**src/sv/byte_budget_clip_cache_unit_macros.svh**
```systemverilog
// Assertion macros for the clip cache directory.
// Expects signals named clk and rst in the scope of each use.
`ifndef BYTE_BUDGET_CLIP_CACHE_UNIT_MACROS_SVH
`define BYTE_BUDGET_CLIP_CACHE_UNIT_MACROS_SVH
`ifndef NO_ASSERTIONS
`define BBCC_ASSERT(lbl, prop, msg) \
  lbl: assert property (@(posedge clk) disable iff (rst) prop) else $error(msg);
`define BBCC_ASSERT_NORST(lbl, prop, msg) \
  lbl: assert property (@(posedge clk) prop) else $error(msg);
`else
`define BBCC_ASSERT(lbl, prop, msg)
`define BBCC_ASSERT_NORST(lbl, prop, msg)
`endif
`endif

```
**src/sv/bbcc_pkg.sv**
```systemverilog
// Shared types and codes for the clip cache directory.
// No dependencies.
package bbcc_pkg;

  localparam int SLOTS_DEF    = 16;
  localparam int KEY_BITS_DEF = 32;

  localparam logic [1:0] OP_LOOKUP  = 2'd0;
  localparam logic [1:0] OP_INSERT  = 2'd1;
  localparam logic [1:0] OP_RELEASE = 2'd2;

  localparam logic [1:0] MODE_AUTO     = 2'd0;
  localparam logic [1:0] MODE_RESIDENT = 2'd1;
  localparam logic [1:0] MODE_STREAM   = 2'd2;

  localparam logic [2:0] ST_HIT        = 3'd0;
  localparam logic [2:0] ST_MISS       = 3'd1;
  localparam logic [2:0] ST_INSERTED   = 3'd2;
  localparam logic [2:0] ST_NOT_CACHED = 3'd3;
  localparam logic [2:0] ST_RELEASED   = 3'd4;

  localparam logic [2:0] CM_NOP   = 3'd0;
  localparam logic [2:0] CM_BUMP  = 3'd1;
  localparam logic [2:0] CM_DROP  = 3'd2;
  localparam logic [2:0] CM_EVICT = 3'd3;
  localparam logic [2:0] CM_WRITE = 3'd4;

  localparam logic CFG_BUDGET = 1'b0;
  localparam logic CFG_THRESH = 1'b1;

  typedef struct packed {
    logic [2:0]  kind;
    logic [31:0] key;
    logic [23:0] size;
    logic [31:0] stamp;
  } cmd_t;

  typedef struct packed {
    logic        hit_ok;
    logic        free_ok;
    logic        old_ok;
    logic [31:0] old_age;
    logic [23:0] old_size;
  } carry_t;

endpackage

```
**src/sv/bbcc_cell.sv**
```systemverilog
// One directory entry of the clip cache plus its stage of the scan chain.
// Depends on bbcc_pkg.
module bbcc_cell import bbcc_pkg::*; #(
  parameter int SLOTS    = SLOTS_DEF,
  parameter int KEY_BITS = KEY_BITS_DEF,
  parameter int IDX      = 0
) (
  input  logic                     clk,
  input  logic                     rst,
  input  cmd_t                     cmd,
  input  logic [$clog2(SLOTS)-1:0] cmd_idx,
  input  logic [31:0]              use_clock,
  input  carry_t                   carry_in,
  input  logic [$clog2(SLOTS)-1:0] hit_idx_in,
  input  logic [$clog2(SLOTS)-1:0] free_idx_in,
  input  logic [$clog2(SLOTS)-1:0] old_idx_in,
  output carry_t                   carry_out,
  output logic [$clog2(SLOTS)-1:0] hit_idx_out,
  output logic [$clog2(SLOTS)-1:0] free_idx_out,
  output logic [$clog2(SLOTS)-1:0] old_idx_out
);

  localparam int IW = $clog2(SLOTS);
  localparam int KW = (KEY_BITS < 32) ? KEY_BITS : 32;
  localparam logic [IW-1:0] MY = IW'(IDX);

  logic          valid;
  logic [KW-1:0] key;
  logic [23:0]   size;
  logic [7:0]    refs;
  logic [31:0]   stamp;

  logic          sel;
  logic [31:0]   age;
  logic          match;
  logic          cand_old;

  assign sel      = (cmd_idx == MY);
  assign age      = use_clock - stamp;
  assign match    = valid && (key == cmd.key[KW-1:0]);
  assign cand_old = valid && (refs == 8'd0) &&
                    (!carry_in.old_ok || (age > carry_in.old_age));

  always_ff @(posedge clk) begin
    if (rst) begin
      valid <= 1'b0;
    end else if (sel) begin
      if (cmd.kind == CM_EVICT) begin
        valid <= 1'b0;
      end else if (cmd.kind == CM_WRITE) begin
        valid <= 1'b1;
      end
    end
  end

  always_ff @(posedge clk) begin
    if (sel) begin
      case (cmd.kind)
        CM_BUMP: begin
          if (refs != 8'hFF) begin
            refs <= refs + 8'd1;
          end
          stamp <= cmd.stamp;
        end
        CM_DROP: begin
          if (valid && (refs != 8'd0)) begin
            refs <= refs - 8'd1;
          end
        end
        CM_WRITE: begin
          key   <= cmd.key[KW-1:0];
          size  <= cmd.size;
          refs  <= 8'd1;
          stamp <= cmd.stamp;
        end
        default: begin
        end
      endcase
    end
  end

  // scan stage: first hit, first empty slot, oldest unpinned entry
  always_ff @(posedge clk) begin
    if (rst) begin
      carry_out <= '0;
    end else begin
      carry_out.hit_ok  <= carry_in.hit_ok || match;
      carry_out.free_ok <= carry_in.free_ok || !valid;
      if (cand_old) begin
        carry_out.old_ok   <= 1'b1;
        carry_out.old_age  <= age;
        carry_out.old_size <= size;
      end else begin
        carry_out.old_ok   <= carry_in.old_ok;
        carry_out.old_age  <= carry_in.old_age;
        carry_out.old_size <= carry_in.old_size;
      end
    end
  end

  always_ff @(posedge clk) begin
    hit_idx_out  <= (!carry_in.hit_ok && match) ? MY : hit_idx_in;
    free_idx_out <= (!carry_in.free_ok && !valid) ? MY : free_idx_in;
    old_idx_out  <= cand_old ? MY : old_idx_in;
  end

endmodule

```
**config.mk**
```make
export PLATFORM = sky130hd
export DESIGN_NAME = bbcc_cell
export DESIGN_NICKNAME = d
export VERILOG_FILES = /design/src/sv/byte_budget_clip_cache_unit_macros.svh /design/src/sv/bbcc_pkg.sv /design/src/sv/bbcc_cell.sv
export SDC_FILE = /design/constraint.sdc
export NUM_CORES = 1
export LEC_CHECK = 0
export ABC_AREA = 1
export BUFFER_PORTS_ARGS = -buffer_cell sky130_fd_sc_hd__buf_2
export CAP_MARGIN = 5
export CORE_AREA = 3 3 109 189
export CTS_BUF_LIST = sky130_fd_sc_hd__clkbuf_8
export CTS_CLUSTER_DIAMETER = 200
export DETAILED_ROUTE_END_ITERATION = 10
export DIE_AREA = 0 0 112 192
export HOLD_SLACK_MARGIN = 0.06
export PLACE_DENSITY = 0.84
export SYNTH_ARGS = -nofsm -noshare
export SYNTH_HDL_FRONTEND = slang
export SYNTH_SLANG_ARGS = --single-unit
```
**constraint.sdc**
```tcl
create_clock -name clk -period 9.1 [get_ports clk]
set_clock_uncertainty 0.05 [all_clocks]
set_input_delay 1.82 -clock clk [delete_from_list [all_inputs] [get_ports clk]]
set_output_delay 1.82 -clock clk [all_outputs]
set_load 0.01 [all_outputs]
```
Word level (Yosys, flattened, before mapping)
Cells that the tools add are included.
- register bits: 168
- word-level logic and storage cells: 54
- add/subtract/negate cells: 3
- $lt $le $gt $ge: 1
- equal/unequal tests: 8
- multiplexer cells: 6
- reduce and logical (&&, ||, !) cells: 23
- operator list (cell ; number):
    $mux W57 ; 1
    $eq A32 B32 Y1 ; 1
    $gt A32 B32 Y1 ; 1
    $sub A32 B32 Y32 ; 1
    $pmux W8 S3 ; 1
    $mux W8 ; 2
    $add A8 B1 Y8 const B ; 1
    $logic_not A8 Y1 ; 1
    $ne A8 B8 Y1 const B ; 1
    $reduce_bool A8 Y1 ; 1
    $sub A8 B1 Y8 const B ; 1
    $eq A3 B2 Y1 const B ; 2
    $logic_and A1 B1 Y1 ; 6
    $reduce_and A2 Y1 ; 3
    $logic_not A1 Y1 ; 4
    $logic_not A4 Y1 ; 1
    $ne A2 B2 Y1 const B ; 2
    $reduce_and A4 Y1 ; 1
    $eq A3 B1 Y1 const B ; 1
    $eq A3 B3 Y1 const B ; 1
    $logic_or A1 B1 Y1 ; 3
    $reduce_bool A3 Y1 ; 1
    $mux W1 ; 2
    $reduce_bool A2 Y1 ; 1
    $reduce_or A2 Y1 ; 1

Depth between registers and ports, before layout
- depth after elaboration: 5
- mapped depth: 29

Least setup slack after synthesis
OpenSTA, ideal clock, no wires.
- path kind: input -> register
- start: input cmd[88] (netlist bit)
- end: register key[0] (enable)
- arrival: 4.714 ns
- slack: 3.865 ns
- stages: 3
- path through: nor3_1 clkinv_1 nor2_1
- cells in the longest elaborated chain, start to end: 2
- ends and longest elaborated chain (element ; line ; RTL):
    from (decl) ; bbcc_cell.sv:10 ; input cmd_t cmd,
    $eq A3 B3 Y1 ; bbcc_cell.sv:58 ; case (cmd.kind)
    $reduce_and A2 Y1 (no source line) ; n/a ;
    to (signal assigned) ; bbcc_cell.sv:71 ; key <= cmd.key[KW-1:0];
    to (decl) ; bbcc_cell.sv:28 ; logic [KW-1:0] key;
Every way passes these cells.
A chain may end at the register's enable or synchronous reset.

Worst setup path after layout
- start: input use_clock[0]
- end: register carry_out[41] (netlist bit)
- cells in the longest elaborated chain, start to end: 5
- ends and longest elaborated chain (element ; line ; RTL):
    from (decl) ; bbcc_cell.sv:12 ; input logic [31:0] use_clock,
    $sub A32 B32 Y32 (*) ; bbcc_cell.sv:39 ; assign age = use_clock - stamp;
    $gt A32 B32 Y1 ; bbcc_cell.sv:42 ; (!carry_in.old_ok || (age > carry_in.old_age));
    $logic_or A1 B1 Y1 ; bbcc_cell.sv:42 ;
    $logic_and A1 B1 Y1 ; bbcc_cell.sv:41 ; assign cand_old = valid && (refs == 8'd0) &&
    $mux W57 (*) ; bbcc_cell.sv:89 ; if (cand_old) begin
    to (decl) ; bbcc_cell.sv:17 ; output carry_t carry_out,
Every way passes the cells marked *; elsewhere a longest branch is shown, timed or not.

==> metrics.txt <==
outcome=complete, no violations; CTS max path bufs=2; CP startpoint kind=primary input; Slew @ Worst Pin=1.16 ns; sequential fraction of the synthesis area=45.4%; # clock sinks=168; # rows=67; setup violators final=0; Leak=5.90 nW; final setup TNS=0 ns; # DRC=0; final hold vios=0; global-route usage over all layers=26.1%; Skew-Pair Late Insertion Delay=0.48 ns; Post-Place Cells=1,693; Final Util=60.0%; die width=112 microns; Yosys reg bits=168; Routed Antenna Nets=0; prevailing post-synth register cell=edfxtp_1; layout cells sized above 1=21.3%; Synth Cell Area=0.00952 sq mm; drt total wl=28,200 microns; Layout area overhead=20.9%; Synth Area per Inst=7.93 sq um; hold_buf cts=0; cell count after synthesis=1,201; achievable frequency=179 MHz; cts repair resizes=0; via count=8,781; number of port buffers=270; CTS buffer count=17; final HPWL from detailed placement=22,600 microns; number of synthesized flops with an enable pin=96; Synthesized Nets=1,472; Slew headroom=21.8%; routability cong.=0.990; Worst VDD drop=0.141 mV; critical path endpoint category=flop; number of global-route vias before repair=8,886; minimum clock period=5.59 ns; CP max FO=54; chip height=192 microns; Post CTS Setup Buffer Count=0; Max Slew Vio Count=0; RSZ-0062 raised after global routing=no; htree depth=4; Core ar.=0.0192 sq mm; Clock transition at path regs=0.11 ns; ys async rst share=0%; pin count of the biggest net entering global routing=58; CP Class=in2reg; total power=1.67 mW; PD cells=145 mW/mm^2; YS warnings=0; post-DR wirelength/cell=16.3 microns; initial antenna violation count=2; starting density of the core=49.6%; TritonCTS clock tree=yes; Final period util=61.5%; CP required=9.48 ns; first-pass GRT wire length=43,500 microns; num ports=271; drt via density=5.09; grt ovf=0; Netlist cell types=35; DRT iter0 DRCs=455; Maximum Capacitance Violations=0; clock root buffer=clkbuf_8; first drt pass iteration count=5; Hold Path Class=reg2reg; hold slack=0.486 ns; Final #Nets=1,742; Finished Layout Cells=1,726; Worst Path Arrival=5.97 ns; die area=0.0215 sq mm
-- Yosys cell counts, types with 2 or more instances --
cell type | n | area (sq um)
ha_1 | 69 | 863
inv_1 | 207 | 777
dfxtp_1 | 72 | 1440
buf_6 | 4 | 45.0
nor2_1 | 185 | 694
o21ai_0 | 36 | 180
nand4_1 | 14 | 87.6
a211oi_1 | 2 | 15.0
xor2_1 | 28 | 245
nand3b_1 | 36 | 270
o21a_1 | 3 | 22.5
nor4_1 | 4 | 25.0
nand2_1 | 265 | 995
clkbuf_1 | 5 | 18.8
nand3_1 | 56 | 280
buf_2 | 8 | 40.0
o22ai_1 | 2 | 12.5
o21bai_1 | 2 | 15.0
fa_1 | 2 | 40.0
edfxtp_1 | 96 | 2880
nor3_1 | 18 | 90.1
xnor2_1 | 4 | 35.0
buf_1 | 6 | 22.5
a21oi_1 | 61 | 305
o2111ai_1 | 2 | 17.5
or2_2 | 5 | 31.3
-- path summary, 6_finish.rpt --
check	end	startpoint	cells after the start	slack [ns]
worst min-delay path	valid	valid	2	0.49
worst min register to register	valid	valid	2	0.49
worst max register to register	carry_out[41]	stamp[19]	21	4.62
worst max-delay path	carry_out[41]	use_clock[0]	25	3.51
-- area by class of cell --
| cell class | instances | area, sq um |
|---|---|---|
| Antenna cell | 1 | 2.50 |
| Clock buffer | 17 | 234 |
| Clock inverter | 15 | 165 |
| Fill cell | 1722 | 7680 |
| Inverter | 208 | 781 |
| Multi-Input combinational cell | 802 | 4330 |
| Sequential cell | 168 | 4320 |
| Tap cell | 241 | 302 |
| Timing Repair Buffer | 274 | 1380 |
-- sequential cells by signal, summed over array words and instances (netlist names) --
| signal | count |
|---|---|
| carry_out | 59 |
| key | 32 |
| stamp | 32 |
| size | 24 |
| refs | 8 |
| free_idx_out | 4 |
| hit_idx_out | 4 |
| old_idx_out | 4 |
| valid | 1 |
-- cell usage in the layout, fill, tap and decap left out, drive strengths merged, types with 3 or more instances in the layout --
master and n:
buf 274, nand2 266, inv 215, nor2 185, edfxtp 96, dfxtp 72
ha 69, a21oi 61, nand3 56, o21ai 36, nand3b 36, xor2 28
nor3 18, clkbuf 17, nand4 14, or2 5, xnor2 4, nor4 4
clkinv 4, o21a 3, clkinvlp 3
-- power breakdown --
group,switching (mW),total [mW],internal (mW)
Combinational,0.185,0.301,0.116
Clock,0.317,0.545,0.228
Sequential,0.00535,0.827,0.822
Total,0.507,1.67,1.17
-- metrics by stage --
step | setup slack (ns) | cell area [sq um]
finish | 3.51 | 11500
global route | 3.11 | 11500
CTS | 3.59 | 11500
detailed placement | 3.07 | 11100
global placement | 3.19 | 11100
floorplan | 3.87 | 9520
-- kinds of logic (layout without fill, tap and decap cells) --
group | Yosys count | count (layout) | share of synthesized area, %
flip-flops | 168 | 168 | 45.4
XOR/XNOR | 32 | 32 | 2.94
adder cells (fa/ha/maj) | 71 | 71 | 9.49
buffers and inverters | 231 | 514 | 9.52
AND/OR/NAND/NOR | 585 | 585 | 26.2
AO/OA/AOI/OAI | 114 | 114 | 6.48
other | 0 | 1 | 0
-- per-layer routing --
metal  global-route usage [%]  part of all wire, %  up-vias  wire [microns]
met5                        0                0.032        -               9
met4                     17.1                  6.7        2            1880
met3                     5.86                  6.6       83            1850
met2                     49.2                   53      353           15000
met1                     25.1                   34     3958            9470
li1                         -                    -     4385               -
-- critical path, stage by stage --
cell and delay [ns]:
buf_2 0.10, inv_1 0.05, ha_1 0.13, inv_1 0.05, fa_1 0.42, nand3_1 0.09, nand2_1 0.11, nand3_1 0.10
nand3_1 0.16, nand2_1 0.17, nand3b_1 0.09, nand2_1 0.23, inv_1 0.08, ha_1 0.28, nand3_1 0.07, nand3b_1 0.19
nor3b_2 0.21, nand2_1 0.07, nand2_1 0.05, nand2_1 0.10, nand2_2 0.76, nand2_1 0.32, nand2_1 0.14, nand2_1 0.06
nor2_1 0.10
Power figures use the tool's default switching activity.
