## src/sv/byte_budget_clip_cache_unit_macros.svh

```systemverilog
// Assertion macros for the clip cache directory.
// Expects signals named clk and rst in the scope of each use.
`ifndef BYTE_BUDGET_CLIP_CACHE_UNIT_MACROS_SVH
`define BYTE_BUDGET_CLIP_CACHE_UNIT_MACROS_SVH
`ifndef NO_ASSERTIONS
`define BBCC_ASSERT(lbl, prop, msg) \
  lbl: assert property (@(posedge clk) disable iff (rst) prop) else $error(msg);
`define BBCC_ASSERT_NORST(lbl, prop, msg) \
  lbl: assert property (@(posedge clk) prop) else $error(msg);
`else
`define BBCC_ASSERT(lbl, prop, msg)
`define BBCC_ASSERT_NORST(lbl, prop, msg)
`endif
`endif

```

## src/sv/bbcc_pkg.sv

```systemverilog
// Shared types and codes for the clip cache directory.
// No dependencies.
package bbcc_pkg;

  localparam int SLOTS_DEF    = 16;
  localparam int KEY_BITS_DEF = 32;

  localparam logic [1:0] OP_LOOKUP  = 2'd0;
  localparam logic [1:0] OP_INSERT  = 2'd1;
  localparam logic [1:0] OP_RELEASE = 2'd2;

  localparam logic [1:0] MODE_AUTO     = 2'd0;
  localparam logic [1:0] MODE_RESIDENT = 2'd1;
  localparam logic [1:0] MODE_STREAM   = 2'd2;

  localparam logic [2:0] ST_HIT        = 3'd0;
  localparam logic [2:0] ST_MISS       = 3'd1;
  localparam logic [2:0] ST_INSERTED   = 3'd2;
  localparam logic [2:0] ST_NOT_CACHED = 3'd3;
  localparam logic [2:0] ST_RELEASED   = 3'd4;

  localparam logic [2:0] CM_NOP   = 3'd0;
  localparam logic [2:0] CM_BUMP  = 3'd1;
  localparam logic [2:0] CM_DROP  = 3'd2;
  localparam logic [2:0] CM_EVICT = 3'd3;
  localparam logic [2:0] CM_WRITE = 3'd4;

  localparam logic CFG_BUDGET = 1'b0;
  localparam logic CFG_THRESH = 1'b1;

  typedef struct packed {
    logic [2:0]  kind;
    logic [31:0] key;
    logic [23:0] size;
    logic [31:0] stamp;
  } cmd_t;

  typedef struct packed {
    logic        hit_ok;
    logic        free_ok;
    logic        old_ok;
    logic [31:0] old_age;
    logic [23:0] old_size;
  } carry_t;

endpackage

```

## src/sv/bbcc_ctrl.sv

```systemverilog
// Sequencer of the clip cache: handshakes, config registers, byte count and
// stamp clock; drives commands into the cell chain. Depends on bbcc_pkg.
`include "byte_budget_clip_cache_unit_macros.svh"
module bbcc_ctrl import bbcc_pkg::*; #(
  parameter int SLOTS = SLOTS_DEF
) (
  input  logic                     clk,
  input  logic                     rst,
  input  logic                     req_valid,
  output logic                     req_stall,
  input  logic [1:0]               operation,
  input  logic [31:0]              clip_key,
  input  logic [23:0]              clip_bytes,
  input  logic [1:0]               load_mode,
  input  logic [3:0]               release_slot,
  output logic                     rsp_valid,
  input  logic                     rsp_stall,
  output logic [2:0]               status,
  output logic [3:0]               slot,
  output logic [4:0]               evicted_count,
  output logic [23:0]              cached_total,
  input  logic                     cfg_we,
  input  logic                     cfg_index,
  input  logic [23:0]              cfg_data,
  output cmd_t                     cmd,
  output logic [$clog2(SLOTS)-1:0] cmd_idx,
  output logic [31:0]              use_clock,
  input  carry_t                   carry,
  input  logic [$clog2(SLOTS)-1:0] hit_idx,
  input  logic [$clog2(SLOTS)-1:0] free_idx,
  input  logic [$clog2(SLOTS)-1:0] old_idx
);

  localparam int IW = $clog2(SLOTS);
  localparam int CW = $clog2(SLOTS + 2);
  localparam logic [CW-1:0] SCAN_END = CW'(SLOTS + 1);

  localparam logic [1:0] S_IDLE = 2'd0;
  localparam logic [1:0] S_SCAN = 2'd1;
  localparam logic [1:0] S_OUT  = 2'd2;

  logic [1:0]    state;
  logic [CW-1:0] cnt;
  logic [1:0]    op;
  logic [23:0]   bytes;
  logic [23:0]   budget;
  logic [23:0]   thresh;
  logic [23:0]   used;
  logic [4:0]    evcnt;
  logic [2:0]    res_status;
  logic [IW-1:0] res_slot;

  logic          fit;
  logic          cacheable;
  logic [4:0]    evcnt_next;
  logic [31:0]   clock_next;
  logic [IW+3:0] rpad;
  logic          rel_ok;
  logic [IW+3:0] spad;
  logic [24:0]   need;
  logic [2:0]    kind_next;

  assign need       = {1'b0, used} + {1'b0, bytes};
  assign fit        = need <= {1'b0, budget};
  assign cacheable  = (load_mode == MODE_RESIDENT) ? (clip_bytes <= budget) :
                      (load_mode == MODE_AUTO) ? (clip_bytes <= thresh) : 1'b0;
  assign evcnt_next = (evcnt == 5'd31) ? evcnt : evcnt + 5'd1;
  assign clock_next = use_clock + 32'd1;
  assign rpad       = {{IW{1'b0}}, release_slot};
  assign rel_ok     = rpad < (IW + 4)'(SLOTS);
  assign spad       = {4'b0000, res_slot};
  assign req_stall  = (state != S_IDLE);

  always_comb begin
    kind_next = CM_NOP;
    if (state == S_IDLE) begin
      if (req_valid && (operation == OP_RELEASE) && rel_ok) begin
        kind_next = CM_DROP;
      end
    end else if ((state == S_SCAN) && (cnt == SCAN_END)) begin
      if (op == OP_LOOKUP) begin
        if (carry.hit_ok) begin
          kind_next = CM_BUMP;
        end
      end else if (!fit) begin
        if (carry.old_ok) begin
          kind_next = CM_EVICT;
        end
      end else if (carry.free_ok || carry.old_ok) begin
        kind_next = CM_WRITE;
      end
    end
  end

  always_ff @(posedge clk) begin
    if (rst) begin
      budget <= 24'd1048576;
      thresh <= 24'd65536;
    end else if (cfg_we) begin
      unique case (cfg_index)
        CFG_BUDGET: budget <= cfg_data;
        CFG_THRESH: thresh <= cfg_data;
      endcase
    end
  end

  always_ff @(posedge clk) begin
    if (rst) begin
      state     <= S_IDLE;
      cnt       <= '0;
      used      <= '0;
      use_clock <= '0;
      rsp_valid <= 1'b0;
      cmd.kind  <= CM_NOP;
    end else begin
      cmd.kind <= kind_next;
      if (state == S_OUT && (!rsp_valid || !rsp_stall)) begin
        rsp_valid <= 1'b1;
      end else if (rsp_valid && !rsp_stall) begin
        rsp_valid <= 1'b0;
      end
      unique case (state)
        S_IDLE: begin
          if (req_valid) begin
            op       <= operation;
            bytes    <= clip_bytes;
            cmd.key  <= clip_key;
            evcnt    <= '0;
            res_slot <= '0;
            cnt      <= '0;
            unique case (operation)
              OP_LOOKUP: begin
                if (load_mode != MODE_STREAM) begin
                  state <= S_SCAN;
                end else begin
                  res_status <= ST_MISS;
                  state      <= S_OUT;
                end
              end
              OP_INSERT: begin
                if (cacheable) begin
                  state <= S_SCAN;
                end else begin
                  res_status <= ST_NOT_CACHED;
                  state      <= S_OUT;
                end
              end
              OP_RELEASE: begin
                if (rel_ok) begin
                  cmd_idx <= rpad[IW-1:0];
                end
                res_status <= ST_RELEASED;
                state      <= S_OUT;
              end
              default: begin
                res_status <= ST_MISS;
                state      <= S_OUT;
              end
            endcase
          end
        end
        S_SCAN: begin
          if (cnt != SCAN_END) begin
            cnt <= cnt + 1'b1;
          end else if (op == OP_LOOKUP) begin
            if (carry.hit_ok) begin
              cmd_idx    <= hit_idx;
              cmd.stamp  <= clock_next;
              use_clock  <= clock_next;
              res_status <= ST_HIT;
              res_slot   <= hit_idx;
            end else begin
              res_status <= ST_MISS;
            end
            state <= S_OUT;
          end else if (!fit) begin
            if (carry.old_ok) begin
              cmd_idx <= old_idx;
              used    <= used - carry.old_size;
              evcnt   <= evcnt_next;
              cnt     <= '0;
            end else begin
              res_status <= ST_NOT_CACHED;
              state      <= S_OUT;
            end
          end else begin
            state <= S_OUT;
            if (carry.free_ok || carry.old_ok) begin
              cmd.size   <= bytes;
              cmd.stamp  <= clock_next;
              use_clock  <= clock_next;
              res_status <= ST_INSERTED;
              if (carry.free_ok) begin
                cmd_idx  <= free_idx;
                res_slot <= free_idx;
                used     <= used + bytes;
              end else begin
                // all slots full: reuse the oldest unpinned one
                cmd_idx  <= old_idx;
                res_slot <= old_idx;
                used     <= used - carry.old_size + bytes;
                evcnt    <= evcnt_next;
              end
            end else begin
              res_status <= ST_NOT_CACHED;
            end
          end
        end
        S_OUT: begin
          if (!rsp_valid || !rsp_stall) begin
            status        <= res_status;
            slot          <= spad[3:0];
            evicted_count <= evcnt;
            cached_total  <= used;
            state         <= S_IDLE;
          end
        end
        default: begin
          state <= S_IDLE;
        end
      endcase
    end
  end

  `BBCC_ASSERT(a_accept_leaves_idle, (req_valid && !req_stall) |=> (state != S_IDLE), "accepted item did not start")
  `BBCC_ASSERT(a_cmd_single, (cmd.kind != CM_NOP) |=> (cmd.kind == CM_NOP), "command held past one cycle")
  `BBCC_ASSERT(a_scan_bound, (state == S_SCAN) |-> (cnt <= SCAN_END), "scan counter overran")
  `BBCC_ASSERT(a_result_out, (state == S_OUT && (!rsp_valid || !rsp_stall)) |=> (rsp_valid && state == S_IDLE), "result not delivered")
  `BBCC_ASSERT_NORST(a_reset_idle, rst |=> (state == S_IDLE && !rsp_valid), "reset left block busy")

endmodule

```

## config.mk

```make
export PLATFORM = sky130hd
export DESIGN_NAME = bbcc_ctrl
export DESIGN_NICKNAME = d
export VERILOG_FILES = /design/src/sv/bbcc_pkg.sv /design/src/sv/bbcc_ctrl.sv
export VERILOG_INCLUDE_DIRS = /design/src /design/src/sv
export SDC_FILE = /design/constraint.sdc
export NUM_CORES = 1
export LEC_CHECK = 0
export ABC_AREA = 1
export BUFFER_PORTS_ARGS = -buffer_cell sky130_fd_sc_hd__clkbuf_2
export CORE_MARGIN = 8
export CORE_UTILIZATION = 30
export DETAILED_ROUTE_END_ITERATION = 7
export PLACE_DENSITY = 0.55
export SYNTH_ARGS = -nofsm -noshare
export SYNTH_HDL_FRONTEND = slang
export SYNTH_SLANG_ARGS = --single-unit
```

## constraint.sdc

```tcl
create_clock -name clk -period 6.42 [get_ports clk]
set_input_delay 0.321 -clock clk [delete_from_list [all_inputs] [get_ports clk]]
set_output_delay 0.321 -clock clk [all_outputs]
set_load 0.02 [all_outputs]
```

# ---- After elaboration in Yosys (flattened, before gate mapping)
# Cells that the tools add are included.
dict set report word_totals {
  reg_bits 281
}
dict set report op_classes {
  add_sub_neg 7
  magnitude_cmp 4
  eq_ne 31
  muxes 74
  n_bitwise 4
  n_reduce_logical 33
}
# cell n
set op_table {}
lappend op_table {{$mux 32} 7}
lappend op_table {{$mux 24} 4}
lappend op_table {{$mux 5} 12}
lappend op_table {{$mux 4} 14}
lappend op_table {{$add 24x24->24} 2}
lappend op_table {{$le 24x24->1} 2}
lappend op_table {{$mux 3} 12}
lappend op_table {{$add 32x1->32 const B} 1}
lappend op_table {{$add 24x24->25} 1}
lappend op_table {{$le 25x24->1} 1}
lappend op_table {{$sub 24x24->24} 1}
lappend op_table {{$mux 2} 10}
lappend op_table {{$pmux 5 s2} 2}
lappend op_table {{$pmux 4 s2} 2}
lappend op_table {{$ne 3x2->1 const B} 5}
lappend op_table {{$ne 3x3->1 const B} 5}
lappend op_table {{$reduce_and 5->1} 3}
lappend op_table {{$reduce_and 7->1} 2}
lappend op_table {{$ne 2x2->1 const B} 6}
lappend op_table {{$reduce_and 6->1} 2}
lappend op_table {{$reduce_bool 2->1} 6}
lappend op_table {{$add 5x1->5 const B} 2}
lappend op_table {{$eq 5x5->1 const B} 2}
lappend op_table {{$pmux 3 s3} 1}
lappend op_table {{other kinds (22)} 48}

# ---- Logic depth before layout (Yosys ltp)
# Gate-level depths: netlist (run 1).
dict set report depth {
  word_depth 8
  ltp_mapped 31
  mapped_depth_nobuf 30
}

# ---- Worst setup path after synthesis (run 1)
# OpenSTA, ideal clock, no wires.
dict set report synth_path {
  kind {register to register}
  start {register used[0]}
  end {register cmd[0] in the netlist's numbering, enable pin}
  setup_ps 421
  arrival_time_ps 4647
  required_ps 5999
  path_slack_ps 1352
  stages_incl_launch_ff 25
  synth_period_minus_slack_ps 5068
  cell_sequence {dfxtp_1 > ha_1 > inv_1 > fa_1 > nand3b_1 > nand2_2 > nand2_2 > nand3_4 > nand2_4 > nand2_4 > a31oi_1 > o21bai_1 > a21oi_1 > xor2_1 > ha_1 > a21oi_1 > o21bai_1 > nor3_1 > and2_4 > nand2_4 > nand2_8 > nand3_1 > nand2_1 > nand2_1 > nor2_1}
}
dict set report synth_via {
  elab_chain_cells 4
}
# element line
set synth_lines {}
lappend synth_lines {{start: declaration} bbcc_ctrl.sv:48} ;# logic [23:0] used;
lappend synth_lines {{start signal: assignment} bbcc_ctrl.sv:179} ;# used <= used - carry.old_size;
lappend synth_lines {{start signal: assignment} bbcc_ctrl.sv:196} ;# used <= used + bytes;
lappend synth_lines {{start signal: assignment} bbcc_ctrl.sv:201} ;# used <= used - carry.old_size + bytes;
lappend synth_lines {{$add 24x24->25} bbcc_ctrl.sv:63} ;# assign need = {1'b0, used} + {1'b0, bytes};
lappend synth_lines {{$le 25x24->1} bbcc_ctrl.sv:64} ;# assign fit = need <= {1'b0, budget};
lappend synth_lines {{$reduce_bool 2->1 (no line)} -}
lappend synth_lines {{$reduce_and 6->1 (no line)} -}
lappend synth_lines {{end: declaration} bbcc_ctrl.sv:25} ;# output cmd_t cmd,
# Every way passes these cells.
# A chain may end at the register's enable or synchronous reset.

# ---- Worst setup path in the final report (run 1)
dict set report layout_path {
  start {register used[0]}
  end {register cmd[24] in the netlist's numbering, enable pin}
}
# Same word-level chain as after synthesis.

==> qor.yml, run 1 <==
drtAntennaViolNets: 0
synth_area_leaders: "edfxtp_1 (30%), dfxtp_1 (14%), ha_1 (11%), nand2_1 (9.4%), a21oi_1 (6.6%)"
clock-root-buffer: "clkbuf_16"
hold_violations: 0
grt_pass1_wl_mm: 83.5
h-tree-depth: 2
first_global_vias: 14600
maxSlewViolCount: 0
grt_use_met2_pct: 26.7
ys_ff_latch: 281
min_path_type: "in2reg"
first_iter_violations: 1017
fmax_mhz: 202
status: "finished, final reports clean"
cts_tree: "done"
p_leak_nw: 9.14
vias: 14800
placed_cells: 2918
io_pins: 330
syn_area_sq_um: 16600
comb_power_share_pct: 20.6
num_rows: 86
die-area_sq_um: 63000
dp_hpwl_mm: 43.0
finalSetupViolations: 0
dieWidth_microns: 251
cp.required_ps: 6600
layout_commonest_cell: "nand2_1"
synth_top_area_share_pct: 30.1
cts.clk_slew.worst_paths_ps: 60
area_growth_syn_to_layout_pct: 22.4
cts_buffers: 36
crit_path_start_kind: "flip-flop"
via_per_inst: 4.89
avgRoutedWirePerCell_microns: 18.0
seqCellArea_sq_um: 7290
clock_latency_ps: 550
initial_core_util_pct: 30.2
power.switching_mw: 1.61
endpoint_kind: "flip-flop"
power.internal_mw: 3.52
fin_cells: 3025
gp_congestion: 0.868
p_clk_share_pct: 37.2
fin_setup_tns_ps: 0
fin_skew_ps: 20.4
globalRouteMet1Util_pct: 22.7
cellPowerDensity_nw_per_um2: 253
path_class: "reg2reg"
rsz0062_at_grt: "false"
final_nets: 2607
crit_arrival_ps: 5130
drive_gt1_share_pct: 17.8
drtPass1Iterations: 5
postSynthAreaPerCell_sq_um: 8.47
max_slew_margin_pct: 24.4
post-cts-setup-buffers: 0
chipHeight_microns: 251
final_cell_mix: "nand2_1 (416), clkbuf_2 (297), a21oi_1 (217), inv_1 (211), edfxtp_1 (166)"
drc: 0
post-route-min-period_ps: 4950
maxCapViolations: 0
core-area_sq_um: 54900
synth_warnings: 0
worstReg2RegStart: "used[0]"
use_met3_pct: 3.43
cts_sinks: 281
hp-start: "cfg_data[0]"
drt-total-wl_mm: 54.6
synthesis.instances: 1957
clk_path_buf_depth: 3
ys_seq_area_share_pct: 44.0
period_share_pct: 77.1
portBuffers: 297
seqPwrFrac_pct: 42.2
tightest_slew_ps: 1130
path_max_fanout: 45
synth_top_cell_by_area: "edfxtp_1"
grt_overflow: 0
grt_usage_pct: 16.7
worstSetupStartpoint: "used[0]"
synth.distinct_cells: 51
fillerInstances: 5630
busiest_layer: "met2"
syn-num-nets: 2271
multi_input_area_sq_um: 8240
max-vdd-ir-drop_v: 0.000193
grt_max_degree: 59
swShare_pct: 31.4
antenna_found_initial: 2
## critical path: stages (launching register included)
cell,delay [ps]
dfxtp_1,450
ha_1,210
inv_1,50
fa_1,390
nand3b_1,190
nand2_2,110
nand2_2,80
nand3_4,90
nand2_4,60
nand2_4,90
a31oi_1,120
o21bai_1,230
a21oi_1,110
xor2_1,160
ha_1,300
nand2_1,50
inv_1,70
nand4_1,100
nor2_1,190
nand4_4,220
nand2_8,320
nand3_1,110
nand2_1,250
nand2_1,100
nor2_2,80
buf_4,420
## cell usage after synthesis, drive strengths merged
cell and number:
edfxtp 166, and2 1, o21a 2, nor2 146, clkbuf 30, fa 3, o21ai 128, nor3 22
nand3 91, a31oi 17, a21o 8, a2111oi 1, nand3b 4, nor4 9, clkinv 3, a31o 1
ha 146, nor3b 1, o31ai 1, o211ai 7, mux2i 3, xnor2 22, xor2 65, nand4 59
nand2 429, a21oi 220, a211o 1, inv 215, buf 20, o21bai 8, or2 11, o22ai 1
a21boi 1, dfxtp 115
## final timing paths
kind	endpoint	slack, ps	depth (start not counted)
max	cmd[24]	1470	25
min	budget[0]	30	3
max reg2reg	cmd[24]	1470	25
min reg2reg	status[1]	430	0
## state kept, by name, indices dropped and copies added (netlist names), 4 cells and up
signal / flops
cnt: 5
evcnt: 5
budget: 24
res_slot: 4
use_clock: 32
bytes: 24
slot: 4
cmd_idx: 4
cached_total: 24
used: 24
cmd: 91
thresh: 24
evicted_count: 5
## per-stage QoR
step	power, mW	setup slack (ps)	hold slack (ps)	utilization [%]	instance area [sq um]
4_1_cts	5.19	1430	0.804	37.0	20300
2_1_floorplan	2.87	1350	400	-	16600
3_5_place_dp	3.24	1460	411	34.2	18800
3_3_place_gp	3.22	1530	407	34.2	18800
5_1_grt	5.38	1000	10.7	37.0	20300
6_report	5.12	1470	32.0	37.0	20300
## what timing repair did
| item | 4_1_cts | 5_1_grt |
|---|---|---|
| gates resized for setup | 0 | 0 |
| hold buffers | 41 | 0 |
| setup endpoints to repair | 0 | 0 |
| endpoints found under the hold margin | 41 | 0 |
## metal layers
| metal | wire length (microns) | part of all wire [%] | vias up |
|---|---|---|---|
| li1 | - | - | 7378 |
| met1 | 25600 | 47 | 6870 |
| met2 | 24300 | 45 | 472 |
| met3 | 3320 | 6.1 | 67 |
| met4 | 1340 | 2.5 | 0 |
| met5 | 0 | 0 | - |
## cell type report
cell class	count	share of cell area (%)
Antenna cell	2	0.0247
Clock buffer	47	4.74
Clock inverter	17	0.623
Inverter	218	4.03
Multi-Input combinational cell	1408	40.6
Sequential cell	281	35.9
Tap cell	704	4.34
Timing Repair Buffer	348	9.72
## power groups by stage
stage / clock network (mW) / logic, mW / registers (mW)
after floorplan: 0 / 0.623 / 2.25
after global placement: 0 / 1.02 / 2.20
after detailed placement: 0 / 1.04 / 2.20
after CTS: 1.96 / 1.06 / 2.16
after global routing: 2.03 / 1.18 / 2.18
final: 1.91 / 1.06 / 2.16
## logic make-up (layout without fill, tap and decap cells)
group | count (synthesis) | count (layout) | synth area share (%)
AOI/OAI and AO/OA | 396 | 396 | 12.6
xor gates and xnor gates | 87 | 87 | 4.64
buffers and inverters | 268 | 630 | 6.41
other | 0 | 2 | 0
and+or+nand+nor | 773 | 773 | 20.8
DFF | 281 | 281 | 44.0
muxes | 3 | 3 | 0.181
adders and majority gates | 149 | 149 | 11.4
(Power assumes the default switching activity.)
==> inputs of run 2 (changes only) <==
clock period = 5.1 ns   (was 6.42 ns; I/O delays follow)
==> qor.yml, run 2 (synthesized netlist as in run 1, its figures left out) <==
io_pins: 330  # unchanged
clock-root-buffer: "clkbuf_16"
via_per_inst: 4.84  # -0.92%
maxSlewViolCount: 0  # unchanged
rsz0062_at_grt: "false"
clk_path_buf_depth: 3  # unchanged
max-vdd-ir-drop_v: 0.000224  # +16%
crit_path_start_kind: "flip-flop"
core-area_sq_um: 54900  # unchanged
first_iter_violations: 1034  # +1.7%
cts.clk_slew.worst_paths_ps: 60  # about the same
tightest_slew_ps: 1140  # +12.0 ps
portBuffers: 297  # unchanged
area_growth_syn_to_layout_pct: 25.8
worst-path-buf-inv: 1  # -2
grt_usage_pct: 16.9  # +0.20 points
h-tree-depth: 2  # unchanged
fin_skew_ps: 28.1  # +7.67 ps
cpLargestDelayFamily: "simple AND/OR/NAND/NOR gates"
fin_setup_tns_ps: 0  # unchanged
num_rows: 86  # unchanged
crit_arrival_ps: 4820  # -310 ps
finalSetupViolations: 0  # unchanged
endpoint_kind: "flip-flop"
layout_commonest_cell: "nand2_1"
drt-total-wl_mm: 55.2  # +1.2%
slowest_stage: "edfxtp_1"
cts_buffers: 36  # unchanged
grt_overflow: 0  # unchanged
antenna_found_initial: 6  # +4
clock_latency_ps: 550  # about the same
dpl_cell_area_sq_um: 18900  # +0.63%
p_leak_nw: 9.24  # +1.1%
dieWidth_microns: 251  # unchanged
drive_gt1_share_pct: 18.0  # +0.22 points
path_class: "reg2reg"
dp_hpwl_mm: 43.4  # +0.93%
fin_area_sq_um: 20900  # +2.8%
final_nets: 2655  # +1.8%
path_max_fanout: 45  # unchanged
largestRegisters: "cmd: 91 flops, use_clock: 32 flops"
cp.required_ps: 5320  # -1280 ps
fillerInstances: 5597  # -0.59%
chipHeight_microns: 251  # unchanged
status: "finished, final reports clean"
min_path_type: "in2reg"
max_slew_margin_pct: 23.6  # -0.80 points
hold_violations: 0  # unchanged
initial_core_util_pct: 30.2  # unchanged
cts_sinks: 281  # unchanged
vias: 14900  # +0.72%
period_share_pct: 90.1  # +13 points
maxCapViolations: 0  # unchanged
max_stage_delay_ps: 450  # about the same
crit_chain: "ha_1, nand2_1, nor2_1, nand2_1, nand2_1, nand2_1, nand2_1, a21oi_1, o21ai_0, nand2_1, nand2_1, nand3_1, nand3_1, nand2_1, ha_1, nand2_1, nor3_1, nand4_4, nand2_8, nand3_1, nand2_1, nand2_1, nor2_2, buf_12"
seqCellArea_sq_um: 7290  # unchanged
cts_tree: "done"
drc: 0  # unchanged
final_cell_mix: "nand2_1 (416), clkbuf_2 (297), a21oi_1 (216), inv_1 (211), edfxtp_1 (166)"
post-route-min-period_ps: 4600  # -356 ps
first_global_vias: 14900  # +2.4%
avgRoutedWirePerCell_microns: 18.0  # -0.42%
gp_congestion: 0.847  # -2.4%
grt_pass1_wl_mm: 84.3  # +0.93%
timing.critical_path.mode_cell: "nand2_1"
post-cts-setup-buffers: 0  # unchanged
cellPowerDensity_nw_per_um2: 318  # +26%
drtPass1Iterations: 5  # unchanged
top_register: "cmd"
grt_max_degree: 57  # -3.4%
fmax_mhz: 218  # +7.7%
drtAntennaViolNets: 0  # unchanged
die-area_sq_um: 63000  # unchanged
multi_input_area_sq_um: 8250  # +0.11%
largest_register_ffs: 91  # unchanged
[run 2: cell count changes in the layout (fill, tap and decap cells not counted), sizes merged]
cell / delta
clkinv: -7
buf: +14
dlygate4sd3: +34
diode: +1
clkbuf: +7
clkinvlp: -1
bufinv: +2
[run 2: final cells by class]
| type | instances | share of cell area [%] |
|---|---|---|
| clock inverter | 11 | 0.720 |
| tap | 704 | 4.22 |
| multi-input combinational | 1408 | 39.6 |
| inverter | 218 | 3.92 |
| sequential | 281 | 34.9 |
| clock buffer | 54 | 4.94 |
| timing repair buffer | 396 | 11.7 |
| antenna | 3 | 0.0360 |
[run 2: routing by layer]
metal / part of all wire [%] / GRT usage, %
met1: 46 / 22.6
met2: 44 / 26.9
met3: 6.3 / 3.93
met4: 3.1 / 5.72
met5: 0.042 / 0
[run 2: path summary, 6_finish.rpt]
| path | startpoint | endpoint | slack (ps) | cells after the start |
|---|---|---|---|---|
| max | bytes[4] | cmd[27] | 500 | 24 |
| min | cfg_data[14] | budget[14] | 40 | 3 |
| max reg2reg | bytes[4] | cmd[27] | 500 | 24 |
| min reg2reg | res_status[1] | status[1] | 410 | 0 |
[run 2: timing repair]
action	4_1_cts	5_1_grt
endpoints found under the setup margin	0	20
hold endpoints to repair	82	0
resized for setup	0	2
hold buffers	75	0
[run 2: power by group]
group          switching, mW  internal [mW]
clock network           1.01           1.55
registers             0.0965           2.62
logic                  0.912          0.447
total                   2.02           4.62
[run 2: tightest hold or removal path, cell delays in order]
cell      delay (ps)
clkbuf_2         100
o21ai_0           80
a21oi_1          110
[run 2: stage by stage]
step	util, %	setup slack, ps	total power, mW	hold slack [ps]	std cells
2_1_floorplan	-	32.2	3.61	354	1957
3_3_place_gp	34.5	608	4.06	410	2932
3_5_place_dp	34.5	465	4.08	421	2932
4_1_cts	38.0	443	6.73	0.899	3072
5_1_grt	38.0	70.9	6.98	31.5	3074
6_report	38.0	504	6.64	38.6	3075
